--- src/sv/postfix_stack_evaluator_assert.svh ---
// Assertion macros for the postfix stack evaluator RTL.
// Expects i_clk and i_rst_n in the scope of every use.
`ifndef POSTFIX_STACK_EVALUATOR_ASSERT_SVH
`define POSTFIX_STACK_EVALUATOR_ASSERT_SVH

// Check a property on every clock edge outside reset.
`define PSE_ASSERT(label, prop, msg) \
    label: assert property (@(posedge i_clk) disable iff (!i_rst_n) prop) \
        else $error(msg);

// Check that a condition implies another one on the following edge.
`define PSE_ASSERT_NEXT(label, ante, cons, msg) \
    label: assert property (@(posedge i_clk) disable iff (!i_rst_n) (ante) |=> (cons)) \
        else $error(msg);

`endif

--- src/sv/pse_pkg.sv ---
// Shared constants, codes and controller/datapath interface types for the
// postfix stack evaluator. No dependencies.
package pse_pkg;

    localparam int STACK_DEPTH = 32;
    localparam int ADDR_W      = $clog2(STACK_DEPTH);
    localparam int CNT_W       = $clog2(STACK_DEPTH + 1);
    localparam int DATA_W      = 32;
    localparam int KIND_W      = 2;
    localparam int DIGIT_W     = 4;
    localparam int OP_W        = 3;
    localparam int STATUS_W    = 3;
    localparam int DIV_CNT_W   = $clog2(DATA_W);

    localparam logic [KIND_W-1:0] KIND_PUSH = 2'd0;
    localparam logic [KIND_W-1:0] KIND_OPER = 2'd1;
    localparam logic [KIND_W-1:0] KIND_END  = 2'd2;

    localparam logic [OP_W-1:0] OP_ADD   = 3'd0;
    localparam logic [OP_W-1:0] OP_SUB   = 3'd1;
    localparam logic [OP_W-1:0] OP_MUL   = 3'd2;
    localparam logic [OP_W-1:0] OP_DIV   = 3'd3;
    localparam logic [OP_W-1:0] OP_POW   = 3'd4;
    localparam logic [OP_W-1:0] OP_OTHER = 3'd5;

    localparam logic [STATUS_W-1:0] ST_OK      = 3'd0;
    localparam logic [STATUS_W-1:0] ST_DIVZERO = 3'd1;
    localparam logic [STATUS_W-1:0] ST_UNDER   = 3'd2;
    localparam logic [STATUS_W-1:0] ST_OVER    = 3'd3;
    localparam logic [STATUS_W-1:0] ST_EMPTY   = 3'd4;

    typedef enum logic [2:0] {
        TOP_HOLD,
        TOP_DIGIT,
        TOP_RDATA,
        TOP_ALU,
        TOP_DIV,
        TOP_POW
    } t_top_sel;

    typedef struct packed {
        logic                ram_we;
        logic [ADDR_W-1:0]   waddr;
        logic                wsel_digit;
        logic [ADDR_W-1:0]   raddr;
        t_top_sel            top_sel;
        logic                op2_load;
        logic                div_start;
        logic                div_step;
        logic                pow_start;
        logic                pow_step;
        logic [OP_W-1:0]     operation;
        logic                out_load;
        logic [STATUS_W-1:0] out_status;
    } t_cmd;

    typedef struct packed {
        logic top_zero;
        logic top_neg;
        logic base_zero;
        logic div_last;
        logic pow_done;
    } t_stat;

endpackage

--- src/sv/pse_ram.sv ---
// Generic single-write, single-read RAM with registered read data.
// No dependencies.
module pse_ram #(
    parameter int WIDTH = 32,
    parameter int DEPTH = 32
) (
    input  logic                     i_clk,
    input  logic                     i_we,
    input  logic [$clog2(DEPTH)-1:0] i_waddr,
    input  logic [WIDTH-1:0]         i_wdata,
    input  logic [$clog2(DEPTH)-1:0] i_raddr,
    output logic [WIDTH-1:0]         o_rdata
);

    logic [WIDTH-1:0] r_mem [DEPTH];
    logic [WIDTH-1:0] r_rdata;

    always_ff @(posedge i_clk) begin
        if (i_we) begin
            r_mem[i_waddr] <= i_wdata;
        end
        r_rdata <= r_mem[i_raddr];
    end

    assign o_rdata = r_rdata;

endmodule

--- src/sv/pse_datapath.sv ---
// Datapath of the postfix stack evaluator: operand stack RAM, top and operand
// registers, adder, multiplier, iterative divider and power unit, output word.
// Depends on pse_pkg and pse_ram.
module pse_datapath
    import pse_pkg::*;
(
    input  logic                i_clk,
    input  logic [DIGIT_W-1:0]  i_digit,
    input  t_cmd                i_cmd,
    output t_stat               o_stat,
    output logic [DATA_W-1:0]   o_value,
    output logic [STATUS_W-1:0] o_status
);

    logic [DATA_W-1:0]    r_top;
    logic [DATA_W-1:0]    r_op2;
    logic [DATA_W-1:0]    r_rem;
    logic [DATA_W-1:0]    r_quo;
    logic [DATA_W-1:0]    r_den;
    logic                 r_neg;
    logic [DIV_CNT_W-1:0] r_dcnt;
    logic [DATA_W-1:0]    r_acc;
    logic [DATA_W-1:0]    r_sq;
    logic [DATA_W-2:0]    r_exp;
    logic [DATA_W-1:0]    r_value;
    logic [STATUS_W-1:0]  r_status;

    logic [DATA_W-1:0]    w_rdata;
    logic [DATA_W-1:0]    w_wdata;
    logic [DATA_W-1:0]    w_prod;
    logic [DATA_W-1:0]    w_acc_prod;
    logic [DATA_W-1:0]    w_sq_prod;
    logic [DATA_W-1:0]    w_pow_neg;
    logic [DATA_W-1:0]    w_alu;
    logic [DATA_W-1:0]    w_quo_signed;
    logic [DATA_W:0]      w_trial;
    logic [DATA_W:0]      w_diff;
    logic                 w_ge;

    function automatic logic [DATA_W-1:0] f_mag(input logic [DATA_W-1:0] v);
        f_mag = v[DATA_W-1] ? (~v + DATA_W'(1)) : v;
    endfunction

    assign w_wdata = i_cmd.wsel_digit ? DATA_W'(i_digit) : r_top;

    pse_ram #(
        .WIDTH (DATA_W),
        .DEPTH (STACK_DEPTH)
    ) u_stack (
        .i_clk   (i_clk),
        .i_we    (i_cmd.ram_we),
        .i_waddr (i_cmd.waddr),
        .i_wdata (w_wdata),
        .i_raddr (i_cmd.raddr),
        .o_rdata (w_rdata)
    );

    assign w_prod     = r_op2 * r_top;
    assign w_acc_prod = r_acc * r_sq;
    assign w_sq_prod  = r_sq * r_sq;

    always_comb begin
        if (r_op2 == DATA_W'(1)) begin
            w_pow_neg = DATA_W'(1);
        end else if (r_op2 == '1) begin
            w_pow_neg = r_top[0] ? '1 : DATA_W'(1);
        end else begin
            w_pow_neg = '0;
        end
    end

    always_comb begin
        case (i_cmd.operation)
            OP_ADD:  w_alu = r_op2 + r_top;
            OP_SUB:  w_alu = r_op2 - r_top;
            OP_MUL:  w_alu = w_prod;
            OP_POW:  w_alu = w_pow_neg;
            default: w_alu = '0;
        endcase
    end

    assign w_trial      = {r_rem, r_quo[DATA_W-1]};
    assign w_diff       = w_trial - {1'b0, r_den};
    assign w_ge         = w_trial >= {1'b0, r_den};
    assign w_quo_signed = r_neg ? (~r_quo + DATA_W'(1)) : r_quo;

    always_ff @(posedge i_clk) begin
        if (i_cmd.op2_load) begin
            r_op2 <= w_rdata;
        end

        if (i_cmd.div_start) begin
            r_rem  <= '0;
            r_quo  <= f_mag(r_op2);
            r_den  <= f_mag(r_top);
            r_neg  <= r_op2[DATA_W-1] ^ r_top[DATA_W-1];
            r_dcnt <= '0;
        end else if (i_cmd.div_step) begin
            r_rem  <= w_ge ? w_diff[DATA_W-1:0] : w_trial[DATA_W-1:0];
            r_quo  <= {r_quo[DATA_W-2:0], w_ge};
            r_dcnt <= r_dcnt + DIV_CNT_W'(1);
        end

        if (i_cmd.pow_start) begin
            r_acc <= DATA_W'(1);
            r_sq  <= r_op2;
            r_exp <= r_top[DATA_W-2:0];
        end else if (i_cmd.pow_step) begin
            if (r_exp[0]) begin
                r_acc <= w_acc_prod;
            end
            r_sq  <= w_sq_prod;
            r_exp <= r_exp >> 1;
        end

        case (i_cmd.top_sel)
            TOP_DIGIT: r_top <= DATA_W'(i_digit);
            TOP_RDATA: r_top <= w_rdata;
            TOP_ALU:   r_top <= w_alu;
            TOP_DIV:   r_top <= w_quo_signed;
            TOP_POW:   r_top <= r_acc;
            default:   r_top <= r_top;
        endcase

        if (i_cmd.out_load) begin
            r_value  <= (i_cmd.out_status == ST_OK) ? r_top : '0;
            r_status <= i_cmd.out_status;
        end
    end

    assign o_stat.top_zero  = (r_top == '0);
    assign o_stat.top_neg   = r_top[DATA_W-1];
    assign o_stat.base_zero = (r_op2 == '0);
    assign o_stat.div_last  = (r_dcnt == '1);
    assign o_stat.pow_done  = (r_exp == '0);

    assign o_value  = r_value;
    assign o_status = r_status;

endmodule

--- config.mk ---
export PLATFORM = sky130hd
export DESIGN_NAME = pse_datapath
export DESIGN_NICKNAME = d
export VERILOG_FILES = /design/src/sv/postfix_stack_evaluator_assert.svh /design/src/sv/pse_pkg.sv /design/src/sv/pse_ram.sv /design/src/sv/pse_datapath.sv
export SDC_FILE = /design/constraint.sdc
export NUM_CORES = 2
export LEC_CHECK = 0
export BUFFER_PORTS_ARGS = -buffer_cell sky130_fd_sc_hd__buf_2
export CORE_ASPECT_RATIO = 0.6
export CORE_UTILIZATION = 40
export CTS_BUF_LIST = sky130_fd_sc_hd__clkbuf_8
export CTS_CLUSTER_SIZE = 40
export DETAILED_ROUTE_END_ITERATION = 6
export PLACE_DENSITY_LB_ADDON = 0.08
export SETUP_SLACK_MARGIN = 0.5
export SYNTH_ARGS = -nofsm -noshare
export SYNTH_HDL_FRONTEND = slang
export SYNTH_SLANG_ARGS = --single-unit
--- constraint.sdc ---
create_clock -name i_clk -period 15.5 [get_ports i_clk]
set_input_delay 0.775 -clock i_clk [delete_from_list [all_inputs] [get_ports i_clk]]
set_output_delay 0.775 -clock i_clk [all_outputs]
set_load 0.02 [all_outputs]
==> flow_summary_export.csv <==
group,metric,value,unit
synth,ys_ff_latch,1352,
clock_network,clk_latency,1010,ps
setup_path,r2r-end,"r_acc[30]",
setup_path,critPathMaxFanout,44,
clock_network,cts_hold_buf,3,
routing,via_per_inst,5.456,
placement,dpl_cell_area,0.1064,mm^2
run_status,status,"finished with violations",
setup_path,crit_slowest_cell,"a2111oi_0",
placement,placed_cells,11570,
clock_network,cts_made_buffers,217,
routing,drc,3,
layout,final_common_cell,"inv_1",
setup_path,r2r_start,"r_sq[3]",
worst_hold_path,min_to,"r_sq[0]",
synth,synth.distinct_cells,74,
run_status,failed_checks,"DRC",
setup_path,start_kind,"flop",
synth,synth.avg_cell_area,12.14,um^2
clock_network,cts_sinks,1352,
floorplan,dieArea,0.2563,mm^2
grt,antenna_found_initial,31,
routing,drtPass1Iterations,7,
timing,fin_crit,9094,ps
synth,synth-warning-count,0,
synth,synthCells,8378,
setup_path,crit_path_end_kind,"flop",
timing,slew-limit-headroom,0.05395,
setup_path,critPathRequiredTime,16360,ps
timing,tightest_slew,1417,ps
worst_hold_path,min_path_type,"primary input to flop",
layout,postLayoutCellArea,0.1106,mm^2
synth,netlist_area,0.1017,mm^2
routing,wl,324600,um
layout,area_growth,8.733,%
synth,synthArstFlopShare,0,
setup_path,r2r_cells,28,
floorplan,core_area,0.2512,mm^2
timing,fmax,110.0,MHz
layout,mostFrequentLayoutCells,"inv_1 (1392), edfxtp_1 (1251), fa_1 (1185)",
setup_path,critical_path_class,"flop to flop",
synth,yosys.area.top_type,"edfxtp_1",
clock_network,post-cts-setup-buffers,0,
placement,port_buffers,71,
placement,hpwl,218900,um
synth,synth_edf_count,1251,
setup_path,reg2reg_slack,6410,ps
run,drv_cap,0,
synth,synth_area_leaders,"edfxtp_1 (37%), fa_1 (23%), mux4_2 (7.1%), ha_1 (5.5%), inv_1 (4.9%)",
timing,skew,134.0,ps
synth,synthFlopType,"edfxtp_1",
placement,place_congestion,0.8860,
setup_path,path_common_cell,"fa_1",
grt,track_usage,0.2577,
worst_hold_path,hold_path_depth,1,
synth,synth_top_area_share,0.3694,
grt,grt_overflow_total,0,
clock_network,clk_pin_slew,80,ps
synth,seq_area_frac_synth,0.3893,
clock_network,clock_path_buffers,4,
timing,setup_tns,0,ps
floorplan,start_util,0.4048,
clock_network,cts_root_buffer,"clkbuf_8",
synth,synth_nets,10040,
floorplan,die_height,392.6,um
timing,setup_viol,0,
timing,finalHoldViolCount,0,
routing,drt_iter0_drc,7076,
clock_network,ctsHtreeMaxLevel,4,
grt,grt_pass1_vias,67420,
timing,slew_violations,0,
setup_path,cp_top_family,"adder cells",
routing,wl_per_cell,27.13,um
setup_path,critPathBufInv,8,
routing,ant_nets,0,
timing,min_period_over_period,0.5867,
setup_path,max_stage_delay,1040,ps
worst_hold_path,hold_start,"i_cmd[8]",
setup_path,critical_path_arrival,9960,ps
floorplan,dieWidth,653.0,um
layout,final_cells,11960,
clock_network,cts_tree,"built",
clock_network,cts.repair.resized,0,
floorplan,row_count,142,
routing,vias,65270,
layout,drive_gt1_frac,0.1199,
grt,grt_max_degree,101,
layout,layout.nets,10070,
timing,rsz0062_at_grt,"false",
floorplan,ios,72,
grt,grt_first_pass_wirelength,479200,um
worst register-to-register path: cells and delay by family, from the launching register on:
family          cells  cell delay, ps
xor+xnor            1             210
simple gates        4             750
flops               1             670
buf+inv             8            1010
compound gates      6            2040
fa+ha+maj           9            4320
stage by stage:
stage / hold WS (ps) / utilization / setup slack [ps]
after floorplan: 400.5 / - / 7949
after global placement: 415.0 / 0.4237 / 6504
after detailed placement: 414.4 / 0.4237 / 6684
after CTS: 80.37 / 0.4400 / 6699
after global routing: 128.3 / 0.4401 / 6075
final: 168.5 / 0.4402 / 6406
routing by layer:
| layer | global-route usage | share of wire | vias up |
|---|---|---|---|
| met5 | 0 | 0.000071 | - |
| met4 | 0.04256 | 0.017 | 4 |
| met3 | 0.04666 | 0.084 | 359 |
| met2 | 0.3531 | 0.40 | 2642 |
| met1 | 0.4235 | 0.50 | 34490 |
| li1 | - | - | 27780 |
kinds of logic after synthesis:
family | count (synthesis) | synth area share
simple gates | 2118 | 0.09931
buf+inv | 1791 | 0.06616
flops | 1352 | 0.3893
compound gates | 688 | 0.04296
fa+ha+maj | 1629 | 0.2879
mux | 417 | 0.08132
xor+xnor | 383 | 0.03312
cell usage after synthesis (all sizes together), types with 101 or more instances:
cell	instances
a21oi	194
and2	519
clkbuf	412
dfxtp	101
edfxtp	1251
fa	1185
ha	444
inv	1323
mux4	320
nand2	1022
nor2	228
o21ai	171
xnor2	229
xor2	153
cell type report:
type | instances | area [um^2]
Fill cell | 23370 | 140600
Multi-Input combinational cell | 5235 | 55750
Sequential cell | 1352 | 39590
Inverter | 1323 | 4966
Tap cell | 3384 | 4234
Clock buffer | 239 | 3289
Timing Repair Buffer | 275 | 1948
Clock inverter | 144 | 782.0
Antenna cell | 12 | 30.03
how the worst max path moves through the flow:
stage / start / endpoint / cells after the start
floorplan: r_sq[2] / r_acc[31] / 29
global placement: r_sq[3] / r_acc[30] / 28
detailed placement: r_sq[3] / r_acc[30] / 28
CTS: r_sq[3] / r_acc[30] / 28
global route: r_sq[3] / r_acc[30] / 28
finish: r_sq[3] / r_acc[30] / 28
sequential cells by signal (all words and copies together), names as in the netlist, 3 cells and up:
register,cells
r_quo,32
r_op2,32
r_den,32
o_status,3
r_sq,32
u_stack.r_mem,1024
r_top,32
r_acc,32
r_exp,31
r_dcnt,5
u_stack.o_rdata,32
o_value,32
r_rem,32
Power is not shown: default switching activity piles up to over one toggle a cycle in this logic, so the estimate is an artifact.
