**config.mk**
```make
export PLATFORM = sky130hd
export DESIGN_NAME = pse_ctrl
export DESIGN_NICKNAME = d
export VERILOG_FILES = /design/src/sv/pse_pkg.sv /design/src/sv/pse_ctrl.sv
export VERILOG_INCLUDE_DIRS = /design/src /design/src/sv
export SDC_FILE = /design/constraint.sdc
export NUM_CORES = 1
export LEC_CHECK = 0
export BUFFER_PORTS_ARGS = -buffer_cell sky130_fd_sc_hd__buf_2
export CAP_MARGIN = 0
export CORE_ASPECT_RATIO = 0.75
export CORE_MARGIN = 8
export CORE_UTILIZATION = 40
export DETAILED_ROUTE_END_ITERATION = 16
export GPL_ROUTABILITY_DRIVEN = 1
export GPL_TIMING_DRIVEN = 0
export PLACE_DENSITY = 0.7
export SETUP_SLACK_MARGIN = 0.1
export SLEW_MARGIN = 0
export SYNTH_ARGS = -nofsm -noshare
export SYNTH_HDL_FRONTEND = slang
export SYNTH_SLANG_ARGS = --single-unit
```
**constraint.sdc**
```tcl
create_clock -name i_clk -period 2.41 [get_ports i_clk]
set_input_delay 0.3615 -clock i_clk [delete_from_list [all_inputs] [get_ports i_clk]]
set_output_delay 0.3615 -clock i_clk [all_outputs]
set_load 0.05 [all_outputs]
```
**src/sv/postfix_stack_evaluator_assert.svh**
```systemverilog
// Assertion macros for the postfix stack evaluator RTL.
// Expects i_clk and i_rst_n in the scope of every use.
`ifndef POSTFIX_STACK_EVALUATOR_ASSERT_SVH
`define POSTFIX_STACK_EVALUATOR_ASSERT_SVH

// Check a property on every clock edge outside reset.
`define PSE_ASSERT(label, prop, msg) \
    label: assert property (@(posedge i_clk) disable iff (!i_rst_n) prop) \
        else $error(msg);

// Check that a condition implies another one on the following edge.
`define PSE_ASSERT_NEXT(label, ante, cons, msg) \
    label: assert property (@(posedge i_clk) disable iff (!i_rst_n) (ante) |=> (cons)) \
        else $error(msg);

`endif

```
**src/sv/pse_pkg.sv**
```systemverilog
// Shared constants, codes and controller/datapath interface types for the
// postfix stack evaluator. No dependencies.
package pse_pkg;

    localparam int STACK_DEPTH = 32;
    localparam int ADDR_W      = $clog2(STACK_DEPTH);
    localparam int CNT_W       = $clog2(STACK_DEPTH + 1);
    localparam int DATA_W      = 32;
    localparam int KIND_W      = 2;
    localparam int DIGIT_W     = 4;
    localparam int OP_W        = 3;
    localparam int STATUS_W    = 3;
    localparam int DIV_CNT_W   = $clog2(DATA_W);

    localparam logic [KIND_W-1:0] KIND_PUSH = 2'd0;
    localparam logic [KIND_W-1:0] KIND_OPER = 2'd1;
    localparam logic [KIND_W-1:0] KIND_END  = 2'd2;

    localparam logic [OP_W-1:0] OP_ADD   = 3'd0;
    localparam logic [OP_W-1:0] OP_SUB   = 3'd1;
    localparam logic [OP_W-1:0] OP_MUL   = 3'd2;
    localparam logic [OP_W-1:0] OP_DIV   = 3'd3;
    localparam logic [OP_W-1:0] OP_POW   = 3'd4;
    localparam logic [OP_W-1:0] OP_OTHER = 3'd5;

    localparam logic [STATUS_W-1:0] ST_OK      = 3'd0;
    localparam logic [STATUS_W-1:0] ST_DIVZERO = 3'd1;
    localparam logic [STATUS_W-1:0] ST_UNDER   = 3'd2;
    localparam logic [STATUS_W-1:0] ST_OVER    = 3'd3;
    localparam logic [STATUS_W-1:0] ST_EMPTY   = 3'd4;

    typedef enum logic [2:0] {
        TOP_HOLD,
        TOP_DIGIT,
        TOP_RDATA,
        TOP_ALU,
        TOP_DIV,
        TOP_POW
    } t_top_sel;

    typedef struct packed {
        logic                ram_we;
        logic [ADDR_W-1:0]   waddr;
        logic                wsel_digit;
        logic [ADDR_W-1:0]   raddr;
        t_top_sel            top_sel;
        logic                op2_load;
        logic                div_start;
        logic                div_step;
        logic                pow_start;
        logic                pow_step;
        logic [OP_W-1:0]     operation;
        logic                out_load;
        logic [STATUS_W-1:0] out_status;
    } t_cmd;

    typedef struct packed {
        logic top_zero;
        logic top_neg;
        logic base_zero;
        logic div_last;
        logic pow_done;
    } t_stat;

endpackage

```
**src/sv/pse_ctrl.sv**
```systemverilog
// Controller of the postfix stack evaluator: handshakes, stack count, sticky
// error and the operator sequence. Depends on pse_pkg and the assertion macros.
`include "postfix_stack_evaluator_assert.svh"

module pse_ctrl
    import pse_pkg::*;
(
    input  logic                i_clk,
    input  logic                i_rst_n,
    input  logic                i_valid,
    input  logic [KIND_W-1:0]   i_kind,
    input  logic [OP_W-1:0]     i_operation,
    input  logic                i_stall,
    input  t_stat               i_stat,
    output logic                o_stall,
    output logic                o_valid,
    output t_cmd                o_cmd
);

    typedef enum logic [7:0] {
        S_IDLE  = 8'b0000_0001,
        S_POP   = 8'b0000_0010,
        S_FETCH = 8'b0000_0100,
        S_EXEC  = 8'b0000_1000,
        S_DIV   = 8'b0001_0000,
        S_POW   = 8'b0010_0000,
        S_FIN   = 8'b0100_0000,
        S_WB    = 8'b1000_0000
    } t_state;

    t_state              r_state,     n_state;
    logic [CNT_W-1:0]    r_cnt,       n_cnt;
    logic [STATUS_W-1:0] r_err,       n_err;
    logic [OP_W-1:0]     r_op,        n_op;
    logic                r_out_valid, n_out_valid;

    logic                w_acc;
    logic                w_end_acc;
    logic [CNT_W-1:0]    w_cnt_m1;
    logic [CNT_W-1:0]    w_cnt_m2;
    logic [CNT_W-1:0]    w_cnt_m3;
    t_cmd                cmd;

    assign o_stall   = (r_state != S_IDLE) || ((i_kind == KIND_END) && r_out_valid && i_stall);
    assign w_acc     = i_valid && !o_stall;
    assign w_end_acc = w_acc && (i_kind == KIND_END);
    assign w_cnt_m1  = r_cnt - CNT_W'(1);
    assign w_cnt_m2  = r_cnt - CNT_W'(2);
    assign w_cnt_m3  = r_cnt - CNT_W'(3);

    always_comb begin
        n_state     = r_state;
        n_cnt       = r_cnt;
        n_err       = r_err;
        n_op        = r_op;
        n_out_valid = r_out_valid;
        cmd           = '0;
        cmd.top_sel   = TOP_HOLD;
        cmd.operation = r_op;

        if (r_out_valid && !i_stall) begin
            n_out_valid = 1'b0;
        end

        case (r_state)
            S_IDLE: begin
                if (w_acc) begin
                    case (i_kind)
                        KIND_END: begin
                            cmd.out_load = 1'b1;
                            if (r_err != ST_OK) begin
                                cmd.out_status = r_err;
                            end else if (r_cnt == '0) begin
                                cmd.out_status = ST_EMPTY;
                            end else begin
                                cmd.out_status = ST_OK;
                            end
                            n_out_valid = 1'b1;
                            n_cnt       = '0;
                            n_err       = ST_OK;
                        end
                        KIND_PUSH: begin
                            if (r_err == ST_OK) begin
                                if (r_cnt >= CNT_W'(STACK_DEPTH)) begin
                                    n_err = ST_OVER;
                                end else begin
                                    cmd.ram_we     = 1'b1;
                                    cmd.waddr      = r_cnt[ADDR_W-1:0];
                                    cmd.wsel_digit = 1'b1;
                                    cmd.top_sel    = TOP_DIGIT;
                                    n_cnt          = r_cnt + CNT_W'(1);
                                end
                            end
                        end
                        KIND_OPER: begin
                            if (r_err == ST_OK) begin
                                if (r_cnt < CNT_W'(2)) begin
                                    n_err = ST_UNDER;
                                end else if (i_operation inside
                                             {OP_ADD, OP_SUB, OP_MUL, OP_DIV, OP_POW}) begin
                                    n_op      = i_operation;
                                    cmd.raddr = w_cnt_m2[ADDR_W-1:0];
                                    n_state   = S_FETCH;
                                end else begin
                                    n_cnt = w_cnt_m2;
                                    if (w_cnt_m2 != '0) begin
                                        cmd.raddr = w_cnt_m3[ADDR_W-1:0];
                                        n_state   = S_POP;
                                    end
                                end
                            end
                        end
                        default: ;
                    endcase
                end
            end
            S_POP: begin
                cmd.top_sel = TOP_RDATA;
                n_state     = S_IDLE;
            end
            S_FETCH: begin
                cmd.op2_load = 1'b1;
                n_state      = S_EXEC;
            end
            S_EXEC: begin
                case (r_op)
                    OP_DIV: begin
                        if (i_stat.top_zero) begin
                            n_err   = ST_DIVZERO;
                            n_state = S_IDLE;
                        end else begin
                            cmd.div_start = 1'b1;
                            n_state       = S_DIV;
                        end
                    end
                    OP_POW: begin
                        if (i_stat.top_neg) begin
                            if (i_stat.base_zero) begin
                                n_err   = ST_DIVZERO;
                                n_state = S_IDLE;
                            end else begin
                                cmd.top_sel = TOP_ALU;
                                n_state     = S_WB;
                            end
                        end else begin
                            cmd.pow_start = 1'b1;
                            n_state       = S_POW;
                        end
                    end
                    default: begin
                        cmd.top_sel = TOP_ALU;
                        n_state     = S_WB;
                    end
                endcase
            end
            S_DIV: begin
                cmd.div_step = 1'b1;
                if (i_stat.div_last) begin
                    n_state = S_FIN;
                end
            end
            S_POW: begin
                if (i_stat.pow_done) begin
                    n_state = S_FIN;
                end else begin
                    cmd.pow_step = 1'b1;
                end
            end
            S_FIN: begin
                cmd.top_sel = (r_op == OP_DIV) ? TOP_DIV : TOP_POW;
                n_state     = S_WB;
            end
            S_WB: begin
                cmd.ram_we = 1'b1;
                cmd.waddr  = w_cnt_m2[ADDR_W-1:0];
                n_cnt      = w_cnt_m1;
                n_state    = S_IDLE;
            end
            default: begin
                n_state = S_IDLE;
            end
        endcase
    end

    always_ff @(posedge i_clk) begin
        if (!i_rst_n) begin
            r_state     <= S_IDLE;
            r_cnt       <= '0;
            r_err       <= ST_OK;
            r_op        <= OP_ADD;
            r_out_valid <= 1'b0;
        end else begin
            r_state     <= n_state;
            r_cnt       <= n_cnt;
            r_err       <= n_err;
            r_op        <= n_op;
            r_out_valid <= n_out_valid;
        end
    end

    assign o_valid = r_out_valid;
    assign o_cmd   = cmd;

    `PSE_ASSERT(a_cnt_range, r_cnt <= CNT_W'(STACK_DEPTH), "stack count beyond depth")
    `PSE_ASSERT_NEXT(a_end_clears, w_end_acc, (r_cnt == '0) && (r_err == ST_OK) && r_out_valid, "end word did not clear stack")
    `PSE_ASSERT_NEXT(a_err_sticky, (r_err != ST_OK) && !w_end_acc, $stable(r_err), "error changed before end")
    `PSE_ASSERT(a_we_state, cmd.ram_we |-> (r_state == S_IDLE) || (r_state == S_WB), "stack write outside idle or write back")

endmodule

```
==> run summary <==
Area of the multi-input gates -> 1630 um^2
P_leak -> 0.00125 uW
Area contributors post-synth -> dfxtp_1 (21%), nand2_1 (6.4%), ha_1 (4.7%)
Vias/cell -> 6.15
Final hold violations -> 0
Die area -> 7180 um^2
Initial detailed-routing violation count -> 309
Top-level port count -> 43
CTS Root Cell -> clkbuf_8
Hold path depth -> 3
Antenna viol nets, final -> 0
Synth area leader -> dfxtp_1
Share of cells above drive strength 1 -> 43.8%
Gp weighted congestion -> 0.906
Pre-antenna DRT Iters -> 5
ANT cells -> 0
Layout net count -> 351
Synth Area per Inst -> 7.41 um^2
Vias -> 2,373
Hold Buf Count CTS -> 0
Total global routing overflow -> 0
Syn_nets -> 275
Initial Util -> 41.9%
Req. time, crit path -> 2.05 ns
Fin area -> 2890 um^2
Min Tclk post-route -> 2.85 ns
Total Power -> 1200 uW
CP Max Fanout -> 7
Clock Latency Late Sink -> 0.26 ns
CTS tree -> yes
Max clock buf depth -> 2
Core Area -> 4490 um^2
Worst setup SP type -> flop
Initial antenna violation count -> 0
Final WS setup -> -0.439 ns
Pre-CTS setup slack -> -0.760 ns
DRC violations left -> 0
Slew headroom -> 59.6%
Wire per inst -> 18.1 um
Hold EP -> o_valid
Worst reg2reg setup slack -> 0.28 ns
Gate Count Post-Synth -> 254
H-tree depth -> 1
Max Clock Skew -> 0.00433 ns
Post-synth cell types -> 61
Final core utilization -> 64.4%
Run status -> finished, violations left
Final setup fails -> 5
Site row count -> 21
Post-Route WL -> 6990 um
Worst flop-to-flop path endpoint -> r_state[0]
Area after DPL -> 2270 um^2
Worst r2r src -> r_cnt[2]
CTS Buf Count -> 3
Post-synth top cells -> nand2_1 (32), nor2_1 (21), dfxtp_1 (20)
Fin. max-slew vios -> 0
WP data arrival -> 2.49 ns
Vias in the first global route -> 2,203
Hold Crit Start -> i_stall
Asr flop ratio synth -> 0%
Max-cap violations -> 0
RSZ-0062 raised after global routing -> yes
Synth top area share -> 21.3%
Pwr dens -> 416 nW/um^2
Ys flop type -> dfxtp_1
Synthesized cell area -> 1880 um^2
Fill cells -> 352
Register bit total from synthesis -> 20
Die Span X -> 95.2 um
Synth warn -> 0
Seq/Total Area, Yosys -> 21.3%
Post-synth EDFFs -> 0
FF/Latch Area -> 419 um^2
Most common cell in the netlist -> nand2_1
Clock Pin Slew Worst Setup and Hold Paths -> 0.08 ns
VDD IR max -> 0.288 mV
GRT Total Usage -> 18.8%
Violations in the final reports -> negative setup slack
Chip Height -> 75.4 um
Worst min path class -> input port to flop
Critical setup path kind -> flop to output pin
Post-detail-place hpwl -> 4750 um
CP Capture Type -> output pin
Path depth of the worst reg2reg path -> 9
Max frequency -> 351 MHz
First-pass GRT wire length -> 10,800 um
Area added between synthesis and finish -> 53.7%
Slew @ Worst Pin -> 0.600 ns
Clk sinks -> 20
Largest net degree at the start of global routing -> 13
IO buf count -> 41
Final period util -> 118%
layout by cell type (no fill, tap or decap), types with 4 or more instances in the layout:
cell and n:
a21oi_1 13, a31oi_1 4, and2_1 4, and3_1 4
buf_2 25, buf_4 28, buf_6 22, clkbuf_2 4
clkbuf_8 4, dfxtp_1 11, dfxtp_2 6, ha_1 5
inv_1 8, nand2_1 32, nand2b_1 6, nor2_1 18
nor3_1 8, o2111ai_1 4, o21a_1 6, o21ai_0 10
o21ai_2 5
power by group:
part | internal, uW | leakage [uW] | switching [uW]
Sequential | 343 | 0.000167 | 20.5
Clock | 222 | 0.0000357 | 120
Combinational | 203 | 0.00105 | 294
worst max-delay path: stages (launching register included):
cell and delay [ns]:
dfxtp_2 0.38, or4_4 0.51, buf_6 0.14, o211ai_1 0.27, buf_4 0.19, a2111oi_4 0.04
buf_4 0.19, a221oi_4 0.30, a21oi_4 0.04, buf_6 0.16
kinds of logic after synthesis:
group / Yosys count / synth area share [%]
DFF: 20 / 21.3
muxes: 3 / 1.59
xor gates and xnor gates: 3 / 1.40
buffers and inverters: 24 / 4.98
adders and majority gates: 7 / 4.65
AOI/OAI and AO/OA: 77 / 30.4
and+or+nand+nor: 120 / 35.7
through the flow:
stage | hold WS, ns | std cells | setup TNS (ns)
global route | 0.397 | 386 | -1.79
global placement | 0.473 | 352 | -2.88
finish | 0.341 | 386 | -1.47
CTS | 0.346 | 378 | -1.41
detailed placement | 0.479 | 352 | -2.92
floorplan | 0.506 | 254 | -1.24
layer usage:
metal / vias up / GRT usage (%) / part of all wire, %
met5: - / 0 / 0
met4: 0 / 6.03 / 1.2
met3: 15 / 3.54 / 9.6
met2: 145 / 29.0 / 45
met1: 1114 / 25.8 / 44
li1: 1099 / - / -
area by class of cell:
cell class              count  share of cell area (%)
well taps                  57                    2.46
repair buffers             72                    19.5
clock buffers               3                    1.43
plain buffers              13                    3.20
inverters                  10                    1.56
clock inverters             1                    1.04
flip-flops and latches     20                    14.5
multi-input cells         210                    56.3
how the worst max path moves through the flow:
| stage | from | end | slack (ns) |
|---|---|---|---|
| floorplan | r_state[4] | o_cmd[10] | -0.22 |
| global placement | r_cnt[1] | o_cmd[18] | -0.72 |
| detailed placement | r_cnt[1] | o_cmd[18] | -0.76 |
| CTS | r_cnt[2] | o_cmd[18] | -0.37 |
| global route | r_cnt[3] | o_cmd[18] | -0.48 |
| finish | r_cnt[3] | o_cmd[18] | -0.44 |
what timing repair did:
action | 4_1_cts | 5_1_grt
gates resized for setup | 55 | 42
endpoints found under the setup margin | 26 | 19
buffers inserted | 23 | 9
pin swaps | 13 | 9
state kept, by name, summed over array words and instances, names as in the netlist:
register / flops
r_err: 2
r_cnt: 6
r_op: 3
o_valid: 1
r_state: 8
No activity file was read; power rests on OpenSTA's default activity.
